`config.mk`:
```
export PLATFORM = sky130hd
export DESIGN_NAME = pump_run_controller_flat
export DESIGN_NICKNAME = d
export VERILOG_FILES = /design/src/rtl/prc_pkg.sv /design/src/rtl/prc_if.sv /design/src/rtl/pump_run_controller.sv /design/src/flat_wrapper.sv
export SDC_FILE = /design/constraint.sdc
export NUM_CORES = 1
export LEC_CHECK = 0
export BUFFER_PORTS_ARGS = -buffer_cell sky130_fd_sc_hd__buf_4
export CAP_MARGIN = 20
export CORE_AREA = 2 2 115 117
export CTS_CLUSTER_DIAMETER = 50
export DETAILED_ROUTE_END_ITERATION = 8
export DIE_AREA = 0 0 117 119
export PLACE_DENSITY = 0.66
export SLEW_MARGIN = 20
export SYNTH_ARGS = -nofsm -noshare
export SYNTH_HDL_FRONTEND = slang
export SYNTH_SLANG_ARGS = --single-unit
```
`constraint.sdc`:
```
create_clock -name i_clk -period 37.7 [get_ports i_clk]
set_input_delay 11.31 -clock i_clk [delete_from_list [all_inputs] [get_ports i_clk]]
set_output_delay 11.31 -clock i_clk [all_outputs]
set_load 0.1 [all_outputs]
```
`src/rtl/prc_pkg.sv`:
```
// Shared types and constants for the pump run controller.
package prc_pkg;

    localparam int unsigned TicksPerMinute = 60;
    localparam int unsigned DefaultMinutes = 30;
    localparam int unsigned MaxMinutes     = 180;
    localparam int unsigned FullNeeded     = 4;
    localparam int unsigned EmptyNeeded    = 4;
    localparam int unsigned NodataNeeded   = 2;
    localparam int unsigned StopNeeded     = 5;
    localparam int unsigned FullSat        = 7;

    localparam int unsigned MinutesW = 8;
    localparam int unsigned TicksW   = 15;

    // Reciprocal of 60 scaled by 2**21; exact for every 15-bit tick count.
    localparam int unsigned RecipShift = 21;
    localparam int unsigned RecipW     = 16;
    localparam logic [RecipW-1:0] Recip60 = RecipW'(((1 << RecipShift) / TicksPerMinute) + 1);

    typedef enum logic [1:0] {
        KIND_FULL   = 2'd0,
        KIND_EMPTY  = 2'd1,
        KIND_NODATA = 2'd2,
        KIND_OTHER  = 2'd3
    } t_report_kind;

    typedef enum logic [1:0] {
        STATUS_FULL   = 2'd0,
        STATUS_EMPTY  = 2'd1,
        STATUS_NODATA = 2'd2
    } t_tank_status;

    typedef struct packed {
        logic         report_valid;
        t_report_kind report_kind;
        logic         button_pressed;
    } t_prc_in;

    typedef struct packed {
        logic                pump_on;
        t_tank_status        tank_status;
        logic [MinutesW-1:0] minutes_left;
    } t_prc_out;

    function automatic logic [TicksW-1:0] reload_ticks(input logic [MinutesW-1:0] minutes);
        logic [MinutesW-1:0] m;
        m = minutes;
        if (m == '0 || m > MinutesW'(MaxMinutes)) begin
            m = MinutesW'(DefaultMinutes);
        end
        return (TicksW'(m) << 6) - (TicksW'(m) << 2);
    endfunction

endpackage

```
`src/rtl/prc_if.sv`:
```
// Valid/ready channel interfaces for the tick input and the result output.
interface prc_in_if;
    import prc_pkg::*;
    logic    valid;
    logic    ready;
    t_prc_in payload;
    modport source (output valid, output payload, input ready);
    modport sink (input valid, input payload, output ready);
endinterface

interface prc_out_if;
    import prc_pkg::*;
    logic     valid;
    logic     ready;
    t_prc_out payload;
    modport source (output valid, output payload, input ready);
    modport sink (input valid, input payload, output ready);
endinterface

```
`src/rtl/pump_run_controller.sv`:
```
// Pump run controller: report streaks, button toggle and run-time countdown.
//
// The block takes one beat per control tick on i_in_ch: a report valid flag, a
// two-bit report kind and the button state. For each input beat it returns one
// beat on o_out_ch with the pump state, the tank status and the minutes left.
// The run limit in minutes is written through i_cfg_we and i_cfg_wdata; a new
// value is used at the next reload of the run time.
// All state but the run limit is updated at the edge that accepts an input
// beat, and the result is held in an output register, so it appears in the
// cycle after its input beat. One beat is accepted in every cycle, limited only
// by the output stage. When the receiver stalls, the output register holds its
// beat and the input stalls too, unless that beat is taken in the same cycle.
// The synchronous active-low reset stops the pump, loads 30 minutes as run
// limit and run time, clears all streaks, sets the status to no data and
// empties the output register.
module pump_run_controller
    import prc_pkg::*;
(
    input  logic                i_clk,
    input  logic                i_rst_n,
    input  logic                i_cfg_we,
    input  logic [MinutesW-1:0] i_cfg_wdata,
    prc_in_if.sink              i_in_ch,
    prc_out_if.source           o_out_ch
);

    logic [MinutesW-1:0] r_run_minutes;
    logic                r_running, n_running;
    logic [TicksW-1:0]   r_remaining, n_remaining;
    logic [2:0]          r_full_streak, n_full_streak;
    logic [2:0]          r_empty_streak, n_empty_streak;
    logic [1:0]          r_nodata_streak, n_nodata_streak;
    t_tank_status        r_level, n_level;
    logic [2:0]          r_stop_streak, n_stop_streak;

    logic                r_out_valid, n_out_valid;
    t_prc_out            r_out_data, n_out_data;

    logic                      in_accept;
    logic [TicksW-1:0]         reload;
    logic [TicksW+RecipW-1:0]  quot_product;
    logic [MinutesW-1:0]       minutes;

    assign i_in_ch.ready    = !r_out_valid || o_out_ch.ready;
    assign in_accept        = i_in_ch.valid && i_in_ch.ready;
    assign o_out_ch.valid   = r_out_valid;
    assign o_out_ch.payload = r_out_data;
    assign reload           = reload_ticks(r_run_minutes);

    always_comb begin
        n_running       = r_running;
        n_remaining     = r_remaining;
        n_full_streak   = r_full_streak;
        n_empty_streak  = r_empty_streak;
        n_nodata_streak = r_nodata_streak;
        n_level         = r_level;
        n_stop_streak   = r_stop_streak;

        if (i_in_ch.payload.report_valid) begin
            if (i_in_ch.payload.report_kind == KIND_FULL) begin
                if (n_full_streak < 3'(FullSat)) begin
                    n_full_streak = n_full_streak + 3'd1;
                end
                if (n_full_streak >= 3'(FullNeeded) && n_running) begin
                    n_running     = 1'b0;
                    n_remaining   = reload;
                    n_full_streak = '0;
                    n_level       = STATUS_FULL;
                end
            end else begin
                n_full_streak = '0;
            end

            if (i_in_ch.payload.report_kind == KIND_EMPTY) begin
                n_empty_streak = n_empty_streak + 3'd1;
                if (n_empty_streak >= 3'(EmptyNeeded)) begin
                    n_running      = 1'b1;
                    n_empty_streak = '0;
                    n_level        = STATUS_EMPTY;
                end
            end else begin
                n_empty_streak = '0;
            end

            if (i_in_ch.payload.report_kind == KIND_NODATA) begin
                n_nodata_streak = n_nodata_streak + 2'd1;
                if (n_nodata_streak >= 2'(NodataNeeded)) begin
                    n_nodata_streak = '0;
                    n_level         = STATUS_NODATA;
                end
            end else begin
                n_nodata_streak = '0;
            end
        end

        if (i_in_ch.payload.button_pressed) begin
            if (!n_running) begin
                n_running   = 1'b1;
                n_remaining = reload;
            end else begin
                n_running = 1'b0;
            end
        end

        if (n_running) begin
            if (n_remaining != '0) begin
                n_remaining = n_remaining - TicksW'(1);
            end
            if (n_remaining == '0 || n_level == STATUS_FULL) begin
                n_stop_streak = n_stop_streak + 3'd1;
                if (n_stop_streak >= 3'(StopNeeded)) begin
                    n_running     = 1'b0;
                    n_stop_streak = '0;
                    n_remaining   = reload;
                end
            end else begin
                n_stop_streak = '0;
            end
        end
    end

    // Minutes left is the tick count divided by 60, plus one.
    always_comb begin
        quot_product = (TicksW+RecipW)'(n_remaining) * (TicksW+RecipW)'(Recip60);
        minutes      = MinutesW'(quot_product >> RecipShift) + MinutesW'(1);
    end

    always_comb begin
        n_out_valid = r_out_valid;
        n_out_data  = r_out_data;
        if (in_accept) begin
            n_out_valid             = 1'b1;
            n_out_data.pump_on      = n_running;
            n_out_data.tank_status  = n_level;
            n_out_data.minutes_left = n_running ? minutes : '0;
        end else if (o_out_ch.ready) begin
            n_out_valid = 1'b0;
        end
    end

    always_ff @(posedge i_clk) begin
        if (!i_rst_n) begin
            r_run_minutes   <= MinutesW'(DefaultMinutes);
            r_running       <= 1'b0;
            r_remaining     <= reload_ticks(MinutesW'(DefaultMinutes));
            r_full_streak   <= '0;
            r_empty_streak  <= '0;
            r_nodata_streak <= '0;
            r_level         <= STATUS_NODATA;
            r_stop_streak   <= '0;
            r_out_valid     <= 1'b0;
        end else begin
            if (i_cfg_we) begin
                r_run_minutes <= i_cfg_wdata;
            end
            if (in_accept) begin
                r_running       <= n_running;
                r_remaining     <= n_remaining;
                r_full_streak   <= n_full_streak;
                r_empty_streak  <= n_empty_streak;
                r_nodata_streak <= n_nodata_streak;
                r_level         <= n_level;
                r_stop_streak   <= n_stop_streak;
            end
            r_out_valid <= n_out_valid;
        end
    end

    always_ff @(posedge i_clk) begin
        r_out_data <= n_out_data;
    end

endmodule
```
`src/flat_wrapper.sv`:
```
// flat-port wrapper written by rule: the top's interface ports become plain ports
module pump_run_controller_flat import prc_pkg::*;
  (i_clk, i_rst_n, i_cfg_we, i_cfg_wdata, i_in_ch_valid, i_in_ch_payload, i_in_ch_ready, o_out_ch_valid, o_out_ch_payload, o_out_ch_ready);
  prc_in_if i_in_ch_i ();
  prc_out_if o_out_ch_i ();
  input  logic i_clk;
  input  logic i_rst_n;
  input  logic i_cfg_we;
  input  logic [MinutesW-1:0] i_cfg_wdata;
  input wire logic [$bits(i_in_ch_i.valid)-1:0] i_in_ch_valid;
  input wire logic [$bits(i_in_ch_i.payload)-1:0] i_in_ch_payload;
  output wire logic [$bits(i_in_ch_i.ready)-1:0] i_in_ch_ready;
  output wire logic [$bits(o_out_ch_i.valid)-1:0] o_out_ch_valid;
  output wire logic [$bits(o_out_ch_i.payload)-1:0] o_out_ch_payload;
  input wire logic [$bits(o_out_ch_i.ready)-1:0] o_out_ch_ready;
  assign i_in_ch_i.valid = i_in_ch_valid;
  assign i_in_ch_i.payload = i_in_ch_payload;
  assign i_in_ch_ready = i_in_ch_i.ready;
  assign o_out_ch_valid = o_out_ch_i.valid;
  assign o_out_ch_payload = o_out_ch_i.payload;
  assign o_out_ch_i.ready = o_out_ch_ready;
  pump_run_controller u_core (.i_clk(i_clk), .i_rst_n(i_rst_n), .i_cfg_we(i_cfg_we), .i_cfg_wdata(i_cfg_wdata), .i_in_ch(i_in_ch_i), .o_out_ch(o_out_ch_i));
endmodule
```
Word-level counts from Yosys, hierarchy flattened
Index checks and enable logic that the tools add are counted.

Add/sub/neg operators: 7. $mul: 1. Order comparisons: 6. Eq/ne operators: 2. Muxes and demuxes: 41. Reduce and logical (&&, ||, !) cells: 14.

Operators with widths (count): $mux 15 (10); $mul 15x16->29 const B (1); $mux 3 (9); $mux 2 (9); $logic_not 15->1 (1); $reduce_bool 15->1 (1); $sub 14x10->15 (1); $sub 15x1->15 const B (1); $mux 1 (12); $add 3x1->3 const B (3); $ge 3x3->1 const B (3); $add 8x1->8 const B (1); $gt 8x8->1 const B (1); $logic_not 8->1 (1); $mux 8 (1); $logic_not 2->1 (2); $reduce_and 2->1 (2); $logic_or 1x1->1 (3); $lt 3x3->1 const B (1); $add 2x1->2 const B (1); $eq 2x1->1 const B (1); $eq 2x2->1 const B (1); $ge 2x2->1 const B (1); $logic_and 1x1->1 (2); 2 further kinds (2).

Flip-flop bits (word level): 49. Input port bits: 17. Output and inout bits: 13. Logic and storage cells: 83.

Logic depth before layout (Yosys ltp)
Gate-level depths: netlist of run 1.

Depth in word-level cells: 22. Mapped depth: 49. Depth with buffers taken out: 46.

Worst setup path before layout of run 1
OpenSTA, ideal clock, no wires.

Path kind: input to output. Start point: in o_out_ch_ready. End point: out i_in_ch_ready. Arrival time: 12.090 ns. Required time: 26.390 ns. Slack: 14.300 ns. Stages: 1. Path buffers: 0. Cell sequence: nand2b_1.

Cells in the longest elaborated chain, start to end: 1.

Ends and longest elaborated chain: from (decl) (RTL line flat_wrapper.sv:15) `input wire logic [$bits(o_out_ch_i.ready)-1:0] o_out_ch_ready;`; $logic_or 1x1->1 (RTL line pump_run_controller.sv:44) `assign i_in_ch.ready = !r_out_valid || o_out_ch.ready;`; to (decl) (RTL line flat_wrapper.sv:12) `output wire logic [$bits(i_in_ch_i.ready)-1:0] i_in_ch_ready;`.

Every way passes these cells.

Final worst setup path of run 1
Ends and elaborated chain as after synthesis.

==> impl.org, run 1 <==
** Run status
- Run status :: complete, no violations

** Clock tree
- The cell sitting at the root of the clock tree is a clkbuf_16.
- Level count of the clock H-tree :: 2
- Clock tree sinks :: 49
- TritonCTS built the clock tree.
- Clock buffer depth :: 2
- Number of gates resized after cts :: 0
- Reg clk slew, reported paths :: 0.07 ns
- Post-CTS Setup Repair Bufs :: 0
- At the later pin of the worst-skew pair, clock insertion delay measures 0.30 ns.
- In this run, post-CTS hold repair placed 0 buffers.
- Number of buffers created by CTS :: 5

** Floorplan
- The floorplan has 42 rows.
- 30 I/O pins were placed.
- Die W :: 117 um
- Measured along the y axis, the die boundary spans 119 um.
- Floorplan Core Area :: 0.01287 sq mm
- Die area :: 0.01392 sq mm
- The initial utilization of the core area, before any placement, comes to 0.4819.

** GRT
- Largest net degree at the start of global routing :: 39
- Grt ovf :: 0
- The initial antenna violation count was 0.
- The first global-routing pass estimated 26760 um of wire.
- Total global-route track usage :: 0.2403
- Number of global-route vias before repair :: 5464

** STA
- For the finished layout, the period the worst path requires is 23.13 ns.
- Unrepaired setup endpoints after global routing :: no
- Across all setup checks in the final design, the least slack found is 14.57 ns.
- Setup violations remaining at the end of the flow were counted as 0.
- The final count of pins violating max slew was 0.
- In the finished design, the share of the clock period the worst path needs comes to 0.6135.
- Clk_skew :: 0.006820 ns
- Final Hold Violating Endpoints :: 0
- Worst Max-Slew Pin Slew :: 0.9603 ns
- Adding up every negative setup slack in the final design gives 0 ns.
- Max frequency :: 0.04323 GHz
- Measured against its own limit, the worst slew margin works out to 0.3543.

** Cells and area
- Area taken by multi-input logic gates :: 0.004746 sq mm
- The final layout contains 915 nets.
- In the final layout, the share of cells above drive strength 1 is 0.08524.
- FF+latch area :: 0.001091 sq mm
- Design area :: 0.006729 sq mm
- Layout-stage area growth over the synthesis result :: 8.449%
- The number of antenna diodes in the final layout is 0.
- The finished layout holds 962 standard cells, fillers aside.
- Counting the fill cells in the layout gives 1238.

** Route
- After detailed routing, the number of remaining DRC violations is 0.
- For this block, the initial DRC count from the detailed router was 448.
- Total wire length :: 16220 um
- Ratio of routed vias to standard cells :: 5.914
- After detailed routing, the met2 layer carries 8185 um of wire.
- In the final routed layout, each cell accounts on average for 16.86 um.
- The first TritonRoute pass finished after 5 iterations.
- Met3 Routed Length :: 656 um
- Once detail routing completed, the nets flagged for antenna violations numbered 0.
- Detailed-route via count :: 5689
- Highest Signal Layer :: met4
- Wire length on met1 :: 7049 um

** Worst hold path
- The worst hold path passes through 2 cells.
- Hold-critical path endpoint :: u_core.r_remaining[13]
- The path class of the tightest hold or removal check is reg2reg.
- Min-delay src :: u_core.r_remaining[13]

** Worst setup path
- The critical path in this run is classified as in2out.
- The endpoint identified for the worst register-to-register timing path is u_core.o_out_ch.payload[5].
- Max stage delay on crit path :: 0.24 ns
- Worst reg2reg path startpoint :: u_core.r_run_minutes[0]
- Maximum fanout along the worst path :: 3
- Endpoint required time on the critical path :: 26.39 ns
- Number of buffer and inverter instances along the worst setup path :: 2
- Slowest library cell on the worst path :: buf_4
- Type of destination of the critical path :: output pin
- Data on the critical path arrives at its endpoint at 11.82 ns.
- Flop-to-flop setup slack :: 25.92 ns
- On the critical path the largest part of the delay comes from buffers and inverters.
- Sequence of cells on the critical path :: buf_4 -> nand2b_1 -> buf_4
- Critical Path Start Type :: primary input
- Counting cells, the worst reg-to-reg path comes to 44.
- Most frequent cell on the critical path :: buf_4

** Logic synthesis
- Synth Instances :: 773
- Area share of the largest cell type after synthesis :: 0.1875
- Counting flops with an async set or reset pin after synthesis yields a share of 0.
- Cell with the most instances after synthesis :: ha_1
- Nets in the synthesized netlist :: 903
- Top area cells in the synthesized netlist :: ha_1 19%, dfxtp_1 12%, fa_1 6.5%
- The Yosys step of the flow raised 0 warnings.
- For this run, the register share of the synthesized area comes to 0.1758.
- Avg Inst Size Synth :: 8.027 sq um
- The commonest cells after synthesis are 93 x ha_1, 81 x nand2_1, 66 x inv_1.
- The biggest area contributor in the post-synthesis netlist is ha_1.
- Primary flip-flop cell chosen by synthesis mapping :: dfxtp_1
- In this run, synthesis inferred 11 flip-flops with an integrated enable.
- Yosys mapped the design onto 81 distinct sky130hd cell types.
- Synthesis inferred 49 register bits.
- Synth Cell Area :: 0.006205 sq mm

** Placement
- In this run the cell area measured after placement is 0.006579 sq mm.
- Summed over all nets, the half-perimeter wirelength after detailed placement is 12970 um.
- Routability congestion estimate from global placement :: 0.9185
- Cells after DPL :: 954
- Input and output buffers added on the ports amount to 29.
- Before CTS, the worst setup slack after placement is 14.57 ns.

** Power
- Worst vdd ir :: 0.00006300 V
- For this design the ratio of total power to cell area is 62.14 mW/mm^2.
- Leak Pwr :: 0.003066 uW

** Flow run
- Number of maximum-capacitance violations :: 0
==> where the power goes <==
group	switching, uW	internal [uW]	total (uW)
clock	22.1	25.2	47.3
combinational	186	119	305
sequential	4.01	61.5	65.5
==> how the worst max path moves through the flow <==
stage / start / to / slack [ns] / depth (start not counted)
final: o_out_ch_ready / i_in_ch_ready / 14.57 / 3
after global routing: o_out_ch_ready / i_in_ch_ready / 14.56 / 3
after CTS: o_out_ch_ready / i_in_ch_ready / 14.57 / 3
after detailed placement: o_out_ch_ready / i_in_ch_ready / 14.57 / 3
after global placement: o_out_ch_ready / i_in_ch_ready / 14.58 / 3
after floorplan: o_out_ch_ready / i_in_ch_ready / 14.30 / 1
==> sequential cells by signal (all words and copies together), names as in the netlist, 2 cells and up <==
name / flops
u_core.r_level: 2
u_core.r_empty_streak: 3
u_core.r_run_minutes: 8
u_core.r_stop_streak: 3
u_core.r_full_streak: 3
u_core.r_remaining: 15
u_core.r_nodata_streak: 2
u_core.o_out_ch.payload: 11
==> cell usage in the layout (no fill, tap or decap), drive strengths merged, types with 7 or more instances in the layout <==
master and n:
a211oi 8, a21boi 12, a21o 12, a21oi 37, a31oi 8, and2 14, and3 16, buf 36
dfxtp 38, edfxtp 11, fa 20, ha 93, inv 68, mux2i 17, nand2 81, nand2b 7
nand3 16, nand4 8, nor2 63, nor2b 18, nor3 18, nor3b 7, nor4 9, o211ai 9
o21ai 41, xnor2 19
==> layer usage <==
layer	vias up	track usage
met5	-	0
li1	2806	-
met2	145	0.4277
met3	29	0.02443
met1	2709	0.3032
met4	0	0.07059
==> cell families after synthesis <==
group | share of synthesized area
flip-flops | 0.1758
AND/OR/NAND/NOR | 0.2293
adder cells (fa/ha/maj) | 0.2537
buffers and inverters | 0.05929
XOR/XNOR | 0.03529
multiplexers | 0.03105
AO/OA/AOI/OAI | 0.2156
==> final cells by class <==
cell class,count,share of cell area
multi-input combinational,626,0.7053
clock buffer,5,0.01859
tap,176,0.03273
timing repair buffer,36,0.04016
inverter,67,0.03737
sequential,49,0.1621
clock inverter,3,0.003719
==> per-stage QoR <==
step,total power [uW],utilization,hold slack (ns)
6_report,418.2,0.5226,0.4880
5_1_grt,463.6,0.5226,0.5091
4_1_cts,420.2,0.5226,0.4847
3_5_place_dp,371.9,0.5110,0.4685
3_3_place_gp,359.8,0.5110,0.4627
2_1_floorplan,298.3,-,0.4481
==> tightest hold or removal path: stages (launching register included) <==
cell      delay, ns
dfxtp_1        0.33
nand2_1        0.05
a21boi_0       0.06
Power figures use the tool's default switching activity.
==> run 2, diff against run 1 <==
--- a/config.mk
+++ b/config.mk
@@ -11,7 +11,7 @@
 export CTS_CLUSTER_DIAMETER = 50
 export DETAILED_ROUTE_END_ITERATION = 8
 export DIE_AREA = 0 0 117 119
-export PLACE_DENSITY = 0.66
+export PLACE_DENSITY = 0.69
 export SLEW_MARGIN = 20
 export SYNTH_ARGS = -nofsm -noshare
 export SYNTH_HDL_FRONTEND = slang
==> constraint.sdc (replaced) <==
create_clock -name i_clk -period 21 [get_ports i_clk]
set_input_delay 6.3 -clock i_clk [delete_from_list [all_inputs] [get_ports i_clk]]
set_output_delay 6.3 -clock i_clk [all_outputs]
set_load 0.1 [all_outputs]
==> run 2 against run 1 <==
Effect of this change: sequential power grew 80%; largest power group unchanged; critical path type is now in2reg; flip-flop and latch count unchanged; utilization about the same; via count grew 1.1%; clock-buffer cell count unchanged; largest cell class unchanged; highest routed layer unchanged; wire length grew 3.6%; worst hold slack lost 0.0046 ns; die area unchanged.
==> impl.org, run 2 (synthesis results as in run 1) <==
** Cells and area
- The area taken by flip-flops and latches came to 0.001091 sq mm (unchanged).
- Most frequent cells in the layout :: 93 x ha_1, 81 x nand2_1, 66 x inv_1, 62 x nor2_1, 38 x dfxtp_1
- Ant. Diodes :: 0 (unchanged)
- The fraction of layout cells with a size suffix above 1 was 0.08640 (+0.001162).
- Util after Layout :: 0.5228 (about the same)
- The layout overhead on the synthesized area came to 8.490% (about the same).
- Fill cell instance count of the final layout :: 1269 (+2.5%)
- The flip-flop count of the largest register after layout is 15 (unchanged).
- Leading cell type in the layout, fill and taps excluded :: ha_1
- u_core.r_remaining holds more flip-flops than any other register.
- Area taken by multi-input logic gates :: 0.004746 sq mm (unchanged)
- Number of nets in the finished design :: 916 (+0.11%)

** STA
- The post-route setup TNS is 0 ns (unchanged).
- Clk_skew :: 0.005625 ns (-0.001195 ns)
- The final count of pins violating max slew came to 0 (unchanged).
- Setup repair after global routing left no endpoint under its margin.
- Worst Max-Slew Pin Slew :: 0.9230 ns (-0.03739 ns)
- The worst slew margin relative to its limit came to 0.3832 (+0.02891).
- Counting I/O delays and the setup requirement, the final critical path takes 16.36 ns.
- Max frequency :: 0.06114 GHz
- The final-report hold violation count is 0 (unchanged).
- The final setup violation count came to 0 (unchanged).
- Of the available clock period, the critical path in the final layout requires 0.7789.

** Worst setup path
- Arrival time reported for the critical path endpoint :: 16.40 ns (+4.58 ns)
- Endpoint required time on the critical path :: 21.04 ns (-5.35 ns)
- Slowest library cell on the worst path :: nand2_1
- Max stage delay on crit path :: 0.70 ns (+0.46 ns)
- The worst setup path is captured at a flip-flop.
- Crit Path Class :: in2reg
- Critical Path Start Type :: primary input
- Maximum fanout along the worst path :: 24 (+21)
- Among the stages of the critical path, the cell type that occurs most often is ha_1.
- The worst reg2reg path depth was 44 (unchanged).

** Route
- The number of DRC violations after detailed-routing iteration 0 is 404 (-9.8%).
- Total wire length :: 16800 um (+3.6%)
- The average vias per placed instance is 5.974 (+1.0%).
- Average routed wire per standard cell :: 17.45 um (+3.5%)
- Detailed-router iteration count before antenna repair :: 4 (-1)
- The final routed DRC violation total is 0 (unchanged).
- Detailed-route via count :: 5753 (+1.1%)
- Antenna Violating Nets Remaining :: 0 (unchanged)

** Clock tree
- Number of buffers created by CTS :: 5 (unchanged)
- Worst skew pair latency :: 0.30 ns (about the same)
- The count of hold-fix buffers inserted at cts is 0 (unchanged).
- The number of H-tree levels was 2 (unchanged).
- Clock buffer depth :: 2 (unchanged)
- TritonCTS built the clock tree.
- The total of cells resized after clock tree synthesis was 0 (unchanged).
- Reg clk slew, reported paths :: 0.07 ns (about the same)
- Post-CTS Setup Repair Bufs :: 0 (unchanged)
- Clock tree sinks :: 49 (unchanged)
- Clock Root Buffer :: clkbuf_16

** Power
- Worst vdd ir :: 0.0001205 V (+91%)
- Pwr dens :: 112.1 mW/mm^2 (+80%)
- Leak Pwr :: 0.003074 uW (+0.25%)

** Run status
- The flow ran to the end, and the final reports show no timing, DRC or antenna violations.

** GRT
- The pin count of the biggest net entering global routing was 39 (unchanged).
- The initial antenna violation count was 0 (unchanged).
- Grt ovf :: 0 (unchanged)
- Global-route wire length before repair :: 27680 um (+3.4%)
- The via count of the first global-routing pass came to 5604 (+2.6%).
- Total global-route track usage :: 0.2489 (+0.008534)

** Floorplan
- The overall die height came to 119 um (unchanged).
- The width of the chip was 117 um (unchanged).
- Die area :: 0.01392 sq mm (unchanged)
- The starting density of the core was 0.4819 (unchanged).
- The number of cell rows was 42 (unchanged).
- The I/O pin count came to 30 (unchanged).
- Floorplan Core Area :: 0.01287 sq mm (unchanged)

** Flow run
- The total of max-cap violations came to 0 (unchanged).

** Worst hold path
- Worst min-delay path category :: reg2reg
- The instance count along the most critical hold path is 1 (-1).

** Placement
- Half-perimeter wire length after placement :: 13360 um (+3.1%)
- Port buffer count :: 29 (unchanged)
- The routability congestion estimate is 0.8990 (-2.1%).
run 2: cell count changes in the layout (fill, tap and decap cells not counted):
cell	change
buf_4	+1
clkinv_2	+1
clkinvlp_4	-1
inv_6	+1
inv_8	-1
run 2: worst paths after layout:
check | from | endpoint | slack, ns
max reg2reg | u_core.r_run_minutes[0] | u_core.o_out_ch.payload[7] | 9.19
min | u_core.r_nodata_streak[1] | u_core.r_nodata_streak[1] | 0.48
min reg2reg | u_core.r_nodata_streak[1] | u_core.r_nodata_streak[1] | 0.48
max | i_in_ch_payload[2] | u_core.o_out_ch.payload[7] | 4.64
run 2: worst max-delay path: cells and delay by family:
| family | cells | cell delay [ns] |
|---|---|---|
| simple gates | 11 | 2.67 |
| mux | 1 | 0.47 |
| buf+inv | 4 | 0.61 |
| fa+ha+maj | 6 | 2.10 |
| compound gates | 18 | 4.22 |
run 2: area by class of cell:
type                       instances  area share
clock buffer                       5     0.01859
timing repair buffer              37     0.04126
multi-input combinational        626      0.7050
sequential                        49      0.1621
inverter                          67     0.03736
tap                              176     0.03271
clock inverter                     3    0.002974
run 2: power breakdown:
part	total [uW]	switching [uW]	leakage (uW)	internal, uW
Sequential	118	7.74	0.000420	111
Combinational	554	338	0.00258	216
Clock	82.3	37.8	0.0000745	44.5
run 2: through the flow:
stage	cells	worst slack, ns	area, sq um	power (uW)	hold WS (ns)
floorplan	773	5.633	6205	535.5	0.4481
global placement	955	4.640	6586	654.4	0.4673
detailed placement	955	4.450	6586	671.0	0.4720
CTS	963	4.746	6731	760.2	0.4854
global route	963	3.908	6731	837.5	0.4950
finish	963	4.643	6731	754.8	0.4834
run 2: per-layer routing:
metal,share of wire,track usage,up-vias
li1,-,-,2816
met1,0.43,0.3163,2739
met2,0.50,0.4317,164
met3,0.039,0.02087,34
met4,0.032,0.09706,0
met5,0,0,-
